[src/hw/rtl/integer_to_radix_digits_macros.svh]
// assertion macros for the integer to radix digits block
// used by the top level only; no other dependencies
`ifndef INTEGER_TO_RADIX_DIGITS_MACROS_SVH
`define INTEGER_TO_RADIX_DIGITS_MACROS_SVH

// same-cycle implication under the asynchronous reset
`define ITRD_ASSERT_NOW(label, clk, rst_n, lhs, rhs) \
	label: assert property (@(posedge clk) disable iff (!rst_n) (lhs) |-> (rhs)) \
		else $error("itrd check failed: same cycle");

// next-cycle implication under the asynchronous reset
`define ITRD_ASSERT_NEXT(label, clk, rst_n, lhs, rhs) \
	label: assert property (@(posedge clk) disable iff (!rst_n) (lhs) |=> (rhs)) \
		else $error("itrd check failed: next cycle");

`endif

[src/hw/rtl/itrd_pkg.sv]
// shared constants and helpers for the integer to radix digits block
// no dependencies
`timescale 1ns / 1ps

package itrd_pkg;

	localparam int VALUE_BITS_DEF = 64;
	localparam int NUMBER_W       = 64;
	localparam int RADIX_W        = 6;
	localparam int CHAR_W         = 8;
	localparam int DIGIT_W        = 6;
	localparam int STORE_DEPTH    = 64;
	localparam int IDX_W          = 6;
	localparam int CNT_W          = 7;
	localparam int GROUP_BITS     = 8;

	localparam logic [RADIX_W-1:0] RADIX_MIN = 6'd2;
	localparam logic [RADIX_W-1:0] RADIX_MAX = 6'd36;
	localparam logic [CHAR_W-1:0]  CHAR_ZERO = 8'd48;
	localparam logic [DIGIT_W-1:0] DIGIT_TEN = 6'd10;

	typedef logic [DIGIT_W-1:0] digit_t;
	typedef logic [CHAR_W-1:0]  char_t;

	// clamp the radix into the supported range
	function automatic logic [RADIX_W-1:0] clamp_radix(input logic [RADIX_W-1:0] r);
		logic [RADIX_W-1:0] res;
		res = r;
		if (r < RADIX_MIN) begin
			res = RADIX_MIN;
		end else if (r > RADIX_MAX) begin
			res = RADIX_MAX;
		end
		return res;
	endfunction

	// digit to ascii, letters wrap modulo 256
	function automatic char_t digit_to_char(input digit_t d, input char_t letter);
		char_t res;
		if (d < DIGIT_TEN) begin
			res = CHAR_ZERO + CHAR_W'(d);
		end else begin
			res = letter + CHAR_W'(d) - CHAR_W'(DIGIT_TEN);
		end
		return res;
	endfunction

endpackage

[src/hw/rtl/itrd_value_if.sv]
// input channel: value, radix and letter code of one item
// depends on itrd_pkg
`timescale 1ns / 1ps

interface itrd_value_if;
	logic                            valid;
	logic                            ready;
	logic [itrd_pkg::NUMBER_W-1:0]   number;
	logic [itrd_pkg::RADIX_W-1:0]    radix;
	logic [itrd_pkg::CHAR_W-1:0]     letter_start;

	modport source (output valid, output number, output radix, output letter_start,
		input ready);
	modport sink (input valid, input number, input radix, input letter_start,
		output ready);
endinterface

[src/hw/rtl/itrd_digit_if.sv]
// output channel: one ascii digit and its last flag per item
// depends on itrd_pkg
`timescale 1ns / 1ps

interface itrd_digit_if;
	logic                        valid;
	logic                        ready;
	logic [itrd_pkg::CHAR_W-1:0] digit_char;
	logic                        last_digit;

	modport source (output valid, output digit_char, output last_digit, input ready);
	modport sink (input valid, input digit_char, input last_digit, output ready);
endinterface

[src/hw/rtl/integer_to_radix_digits.sv]
// Converts an unsigned value into ASCII digits of a radix from 2 to 36, most significant
// digit first, one output item per digit with the last flag on the least significant one.
// Radix values below 2 or above 36 are clamped; bits of number above VALUE_BITS are
// ignored; a zero value gives the single digit '0'. One item is handled at a time and
// value_ch.ready is low until its last digit has been taken. A shared restoring divider
// retires 8 quotient bits per cycle; each digit is one pass of the divider over the value
// and then a write of the remainder to the 64-entry digit store. The digits are then read
// back from the store one at a time and presented; the sink may stall each of them.
// depends on itrd_pkg, itrd_value_if, itrd_digit_if, integer_to_radix_digits_macros.svh
`timescale 1ns / 1ps
`include "integer_to_radix_digits_macros.svh"

module integer_to_radix_digits #(
	parameter int VALUE_BITS = itrd_pkg::VALUE_BITS_DEF
) (
	input  logic          clk,
	input  logic          arst_n,
	itrd_value_if.sink    value_ch,
	itrd_digit_if.source  digit_ch
);

	localparam int GB      = itrd_pkg::GROUP_BITS;
	localparam int STEPS   = (VALUE_BITS + GB - 1) / GB;
	localparam int PAD_W   = STEPS * GB;
	localparam int STEP_W  = (STEPS > 1) ? $clog2(STEPS) : 1;
	localparam int RW      = itrd_pkg::RADIX_W;
	localparam int IW      = itrd_pkg::IDX_W;
	localparam int CW      = itrd_pkg::CNT_W;

	localparam logic [2:0] S_IDLE = 3'd0;
	localparam logic [2:0] S_DIV  = 3'd1;
	localparam logic [2:0] S_WB   = 3'd2;
	localparam logic [2:0] S_RD   = 3'd3;
	localparam logic [2:0] S_OUT  = 3'd4;

	logic [2:0]                 state_q;
	logic [PAD_W-1:0]           quo_q;
	logic [RW-1:0]              rem_q;
	logic [RW-1:0]              radix_q;
	itrd_pkg::char_t            letter_q;
	logic [STEP_W-1:0]          step_q;
	logic [CW-1:0]              cnt_q;
	logic [IW-1:0]              emit_idx_q;
	itrd_pkg::digit_t           rd_q;
	itrd_pkg::digit_t           store_q [itrd_pkg::STORE_DEPTH];

	logic [PAD_W-1:0]           quo_next;
	logic [RW-1:0]              rem_next;
	logic [GB-1:0]              qbits;
	logic [RW:0]                part;

	logic                       in_acc;
	logic                       out_acc;
	logic                       last_grp;
	logic                       done_div;

	assign in_acc   = value_ch.valid && value_ch.ready;
	assign out_acc  = digit_ch.valid && digit_ch.ready;
	assign last_grp = (step_q == STEP_W'(STEPS - 1));
	assign done_div = (quo_q == '0) || (cnt_q == CW'(itrd_pkg::STORE_DEPTH - 1));

	// shared divider: eight restoring steps on the 7-bit partial remainder
	always_comb begin
		part  = {1'b0, rem_q};
		qbits = '0;
		for (int i = 0; i < GB; i++) begin
			part = {part[RW-1:0], quo_q[PAD_W-1-i]};
			if (part >= {1'b0, radix_q}) begin
				part         = part - {1'b0, radix_q};
				qbits[GB-1-i] = 1'b1;
			end
		end
		rem_next = part[RW-1:0];
		quo_next = (quo_q << GB) | PAD_W'(qbits);
	end

	// sequencer and datapath registers
	always_ff @(posedge clk or negedge arst_n) begin
		if (!arst_n) begin
			state_q    <= S_IDLE;
			step_q     <= '0;
			cnt_q      <= '0;
			emit_idx_q <= '0;
			quo_q      <= '0;
			rem_q      <= '0;
			radix_q    <= itrd_pkg::RADIX_MIN;
			letter_q   <= '0;
		end else begin
			case (state_q)
				S_IDLE: begin
					if (in_acc) begin
						quo_q    <= PAD_W'(value_ch.number[VALUE_BITS-1:0]);
						rem_q    <= '0;
						radix_q  <= itrd_pkg::clamp_radix(value_ch.radix);
						letter_q <= value_ch.letter_start;
						step_q   <= '0;
						cnt_q    <= '0;
						state_q  <= S_DIV;
					end
				end
				S_DIV: begin
					quo_q  <= quo_next;
					rem_q  <= rem_next;
					step_q <= step_q + STEP_W'(1);
					if (last_grp) begin
						state_q <= S_WB;
					end
				end
				S_WB: begin
					cnt_q <= cnt_q + CW'(1);
					if (done_div) begin
						emit_idx_q <= cnt_q[IW-1:0];
						state_q    <= S_RD;
					end else begin
						rem_q   <= '0;
						step_q  <= '0;
						state_q <= S_DIV;
					end
				end
				S_RD: begin
					state_q <= S_OUT;
				end
				S_OUT: begin
					if (out_acc) begin
						if (emit_idx_q == '0) begin
							state_q <= S_IDLE;
						end else begin
							emit_idx_q <= emit_idx_q - IW'(1);
							state_q    <= S_RD;
						end
					end
				end
				default: begin
					state_q <= S_IDLE;
				end
			endcase
		end
	end

	// digit store, written least significant first, read back in reverse
	always_ff @(posedge clk) begin
		if (state_q == S_WB) begin
			store_q[cnt_q[IW-1:0]] <= rem_q;
		end
		rd_q <= store_q[emit_idx_q];
	end

	// handshake and payload
	assign value_ch.ready      = (state_q == S_IDLE);
	assign digit_ch.valid      = (state_q == S_OUT);
	assign digit_ch.digit_char = itrd_pkg::digit_to_char(rd_q, letter_q);
	assign digit_ch.last_digit = (emit_idx_q == '0);

	// checks
	`ITRD_ASSERT_NOW(a_no_overlap, clk, arst_n, value_ch.ready, !digit_ch.valid)
	`ITRD_ASSERT_NEXT(a_last_frees_input, clk, arst_n, out_acc && digit_ch.last_digit, value_ch.ready)
	`ITRD_ASSERT_NEXT(a_start_clean, clk, arst_n, in_acc, (state_q == S_DIV) && (cnt_q == '0))
	`ITRD_ASSERT_NOW(a_radix_range, clk, arst_n, state_q != S_IDLE, (radix_q >= itrd_pkg::RADIX_MIN) && (radix_q <= itrd_pkg::RADIX_MAX))

endmodule

[src/flat_wrapper.sv]
// flat-port wrapper written by rule: the top's interface ports become plain ports
module integer_to_radix_digits_flat 
#(
	parameter int VALUE_BITS = itrd_pkg::VALUE_BITS_DEF
)
  (clk, arst_n, value_ch_valid, value_ch_number, value_ch_radix, value_ch_letter_start, value_ch_ready, digit_ch_valid, digit_ch_digit_char, digit_ch_last_digit, digit_ch_ready);
  itrd_value_if value_ch_i ();
  itrd_digit_if digit_ch_i ();
  input  logic clk;
  input  logic arst_n;
  input wire logic [$bits(value_ch_i.valid)-1:0] value_ch_valid;
  input wire logic [$bits(value_ch_i.number)-1:0] value_ch_number;
  input wire logic [$bits(value_ch_i.radix)-1:0] value_ch_radix;
  input wire logic [$bits(value_ch_i.letter_start)-1:0] value_ch_letter_start;
  output wire logic [$bits(value_ch_i.ready)-1:0] value_ch_ready;
  output wire logic [$bits(digit_ch_i.valid)-1:0] digit_ch_valid;
  output wire logic [$bits(digit_ch_i.digit_char)-1:0] digit_ch_digit_char;
  output wire logic [$bits(digit_ch_i.last_digit)-1:0] digit_ch_last_digit;
  input wire logic [$bits(digit_ch_i.ready)-1:0] digit_ch_ready;
  assign value_ch_i.valid = value_ch_valid;
  assign value_ch_i.number = value_ch_number;
  assign value_ch_i.radix = value_ch_radix;
  assign value_ch_i.letter_start = value_ch_letter_start;
  assign value_ch_ready = value_ch_i.ready;
  assign digit_ch_valid = digit_ch_i.valid;
  assign digit_ch_digit_char = digit_ch_i.digit_char;
  assign digit_ch_last_digit = digit_ch_i.last_digit;
  assign digit_ch_i.ready = digit_ch_ready;
  integer_to_radix_digits #(.VALUE_BITS(VALUE_BITS)) u_core (.clk(clk), .arst_n(arst_n), .value_ch(value_ch_i), .digit_ch(digit_ch_i));
endmodule
[config.mk]
export PLATFORM = sky130hd
export DESIGN_NAME = integer_to_radix_digits_flat
export DESIGN_NICKNAME = d
export VERILOG_FILES = /design/src/hw/rtl/itrd_pkg.sv /design/src/hw/rtl/itrd_value_if.sv /design/src/hw/rtl/itrd_digit_if.sv /design/src/hw/rtl/integer_to_radix_digits.sv /design/src/flat_wrapper.sv
export VERILOG_INCLUDE_DIRS = /design/src /design/src/hw/rtl
export SDC_FILE = /design/constraint.sdc
export NUM_CORES = 1
export LEC_CHECK = 0
export ABC_CLOCK_PERIOD_IN_PS = 22200
export BUFFER_PORTS_ARGS = -buffer_cell sky130_fd_sc_hd__buf_2
export CAP_MARGIN = 20
export CORE_MARGIN = 2
export CORE_UTILIZATION = 56
export DETAILED_ROUTE_END_ITERATION = 6
export GPL_TIMING_DRIVEN = 0
export HOLD_SLACK_MARGIN = 0.02
export PLACE_DENSITY = 0.73
export SETUP_SLACK_MARGIN = 0.02
export SYNTH_ARGS = -nofsm -noshare
export SYNTH_HDL_FRONTEND = slang
export SYNTH_SLANG_ARGS = --single-unit
[constraint.sdc]
create_clock -name clk -period 22.2 [get_ports clk]
set_input_delay 0 -clock clk [delete_from_list [all_inputs] [get_ports clk]]
set_output_delay 0 -clock clk [all_outputs]
set_load 0.005 [all_outputs]
==> reports/qor.txt <==
CLOCK TREE
-------------------------------------------------------------------------------------
Clock Sinks ............................................................          493
CTS tree ...............................................................          yes
H-tree depth reported by CTS ...........................................            2
Clock latency at the later pin of the worst-skew pair ..................       610 ps
Clock Pin Slew Worst Setup and Hold Paths ..............................        60 ps
Maximum count of clock buffers along a single path .....................            3
Root Driver ............................................................ sky130_fd_sc_hd__clkbuf_16
Number of buffers created by CTS .......................................           50

CRITICAL PATH
-------------------------------------------------------------------------------------
Worst r2r path cells ...................................................           78
Worst setup SP type ....................................................         flop
Delay contributed by the slowest stage of the critical path ............       770 ps
Classification of the worst setup path ................................. flop to flop
Family with the most delay on the worst path ........................... compound AO/OA/AOI/OAI gates
CP Data Arrival Time ...................................................    18,930 ps
Cell at the slowest stage of the critical path ......................... sky130_fd_sc_hd__dfstp_2
Worst path required time ...............................................    22,640 ps
WP buf/inv .............................................................            8
Stages on worst setup path .............................................           78
Crit path capture type .................................................         flop
Crit Path Max Fanout ...................................................           10

CELLS AND AREA
-------------------------------------------------------------------------------------
Number of nets at the end of the flow ..................................        1,960
Fill cell instance count of the final layout ...........................        2,610
Util after Layout ......................................................       67.38%
Layout overhead on the synthesized area ................................       18.03%
Fraction of layout instances using a drive strength above 1 ............       20.01%
Non-filler instance count after layout .................................        2,373
Finished Cell Area .....................................................   26,890 um2
Area used by multi-input combinational logic ...........................     7983 um2
Area of all sequential standard cells ..................................   14,240 um2

DRT
-------------------------------------------------------------------------------------
Number of vias after detailed routing ..................................       15,091
Via-to-Cell Ratio ......................................................        6.359
DRC marker count from the first detailed-route iteration ...............        1,866
Number of remaining DRC errors .........................................            0
Initial DRT Pass Iterations ............................................            6
Wire length after detailed routing .....................................    58,290 um
Wire length per cell ...................................................     24.56 um
Post-route ant nets ....................................................            0

SYNTHESIS
-------------------------------------------------------------------------------------
Dominant combinational cell family by area after synthesis ............. multiplexers
Adder-cell area share of the yosys netlist .............................       4.514%
Register bit total from synthesis ......................................          493
Post-synth top flop .................................................... sky130_fd_sc_hd__edfxtp_1
Instance count of the mapped netlist ...................................        1,560
Post-Syn Area ..........................................................   22,790 um2
Xor and xnor fraction of the mapped netlist area .......................       1.230%
Post-synthesis share of cell area spent on and, or, nand and nor gates .       7.534%
Number of flops mapped to enable cells by yosys ........................          384
Proportion of synthesized chip area in sequential cells ................       62.45%
Post-synthesis area per instance .......................................    14.61 um2
Compound-Gate Fraction of Synth Area ...................................       8.374%
Mux cell area share after synthesis ....................................       13.38%
YS warnings ............................................................            0
Ys async rst share .....................................................       20.89%
Post-Syn Nets ..........................................................        1,718
Distinct cell type count of the synthesized netlist ....................           84

GLOBAL ROUTE
-------------------------------------------------------------------------------------
Vias in the first global route .........................................       15,379
Number of antenna violations at the first check in global routing ......            3
Wire length of the first global-routing pass ...........................    89,000 um
Residual overflow from global routing ..................................            0
Largest net degree at the start of global routing ......................           57
Global-route usage over all layers .....................................       28.34%

JOB
-------------------------------------------------------------------------------------
Total of max-cap violations ............................................            0

TIMING
-------------------------------------------------------------------------------------
RSZ-0062 raised after global routing ...................................        false
Actual transition at the worst max-transition pin ......................      1010 ps
Max Freq ...............................................................  0.05408 GHz
Setup violation total in the final timing report .......................            0
Number of hold violations in the final report ..........................            0
Post-route clock period utilization ....................................       83.29%
Total negative slack for setup checks ..................................         0 ps
Largest clock skew in the final design .................................     36.43 ps
Min Clock Period, post-route ...........................................    18,490 ps
Slew HR ................................................................       32.66%
Number of max-slew violations in the final report ......................            0

FLOORPLANNING
-------------------------------------------------------------------------------------
Initial Utilization ....................................................       57.09%
Floorplan row count ....................................................           73
Floorplan die area .....................................................   42,320 um2
Vertical die dimension .................................................     205.7 um
Core region area .......................................................   39,910 um2
Die Width ..............................................................     205.7 um
I/O pin count ..........................................................           93

PLACE
-------------------------------------------------------------------------------------
Detailed-placement wirelength estimate .................................    37,440 um
Post-placement cell area ...............................................   24,060 um2
Number of port buffers .................................................           92
Cell total after placement .............................................        2,184
Last weighted congestion value of the routability-driven placer ........       0.8877

RUN STATUS
-------------------------------------------------------------------------------------
Result of the run ...................................................... complete, no violations

HOLD PATH
-------------------------------------------------------------------------------------
Hold depth .............................................................            4
Hold/Removal Path Class ................................................ primary input to flop

logic make-up after synthesis:
family,after synthesis
flops,493
compound gates,286
xor+xnor,32
simple gates,378
fa+ha+maj,77
buf+inv,149
mux,145
cell usage in the layout, fill, tap and decap left out, drive strengths merged, types with 67 or more instances in the layout:
cell type and count:
buf 123, clkbuf 119, dfrtp 102, dlygate4sd3 86, edfxtp 384, ha 67, inv 75, mux4 126
nand2 68, nor2 200, o21ai 71
routing by layer:
| metal | track usage [%] | share of wire, % | vias to the layer above |
|---|---|---|---|
| met4 | 11.69 | 3.7 | 0 |
| met5 | 0 | 0 | - |
| met2 | 44.96 | 48 | 824 |
| met3 | 4.815 | 8.3 | 175 |
| li1 | - | - | 6511 |
| met1 | 39.36 | 40 | 7581 |
state kept, by name (all words and copies together), names as in the netlist:
| signal | count |
|---|---|
| u_core.quo_q | 64 |
| u_core.radix_q | 6 |
| u_core.letter_q | 8 |
| u_core.emit_idx_q | 6 |
| u_core.state_q | 3 |
| u_core.step_q | 3 |
| u_core.cnt_q | 7 |
| u_core.rem_q | 6 |
| u_core.store_q | 384 |
| u_core.rd_q | 6 |
cells in the mapped netlist (all sizes together) (22+ instances only):
cell    count  area (um2)
o21ai      71       362.9
clkbuf     57       214.0
dfrtp     102        2552
mux4      126        2838
nand2      68       257.8
ha         67       838.3
o22ai      57       362.8
xnor2      22       192.7
nor2      200       750.7
inv        73       274.0
a21oi      60       307.8
edfxtp    384       11530
metrics by stage:
step	hold WS, ps	setup WS [ps]
finish	151.0	3710
global route	169.3	2076
CTS	137.7	3893
detailed placement	84.12	4001
global placement	203.4	3518
floorplan	-295.6	6715
worst reg2reg max path, delay by kind of cell (launching register included):
family | cells | cell delay (ps)
compound gates | 41 | 9170
fa+ha+maj | 8 | 2470
buf+inv | 8 | 1480
flops | 1 | 770
mux | 5 | 1760
simple gates | 16 | 2720
worst paths after layout:
kind,startpoint,end,slack [ps]
setup / recovery,u_core.radix_q[1],u_core.rem_q[3],3710
hold / removal,value_ch_letter_start[0],u_core.letter_q[0],150
setup reg to reg,u_core.radix_q[1],u_core.rem_q[3],3710
hold reg to reg,u_core.cnt_q[6],u_core.cnt_q[6],490
max in group asynchronous,arst_n,u_core.rem_q[5],21140
min in group asynchronous,arst_n,u_core.quo_q[39],440
repair_timing:
action / CTS / global route
resized for setup: 0 / 0
hold buffers: 87 / 0
setup buffers: 0 / 0
endpoints found under the hold margin: 185 / 0
setup endpoints to repair: 0 / 0
final cells by class:
type | count | share of cell area, %
clock buffer | 62 | 5.043
inverter | 73 | 1.019
sequential | 493 | 52.94
buffer | 76 | 1.112
tap | 525 | 2.443
multi-input combinational | 918 | 29.68
clock inverter | 32 | 1.991
timing repair buffer | 190 | 5.732
antenna | 4 | 0.03722
Power is left out: the tool's default activity adds up to more than one toggle a clock period on the data nets, which glitch-free logic cannot reach.
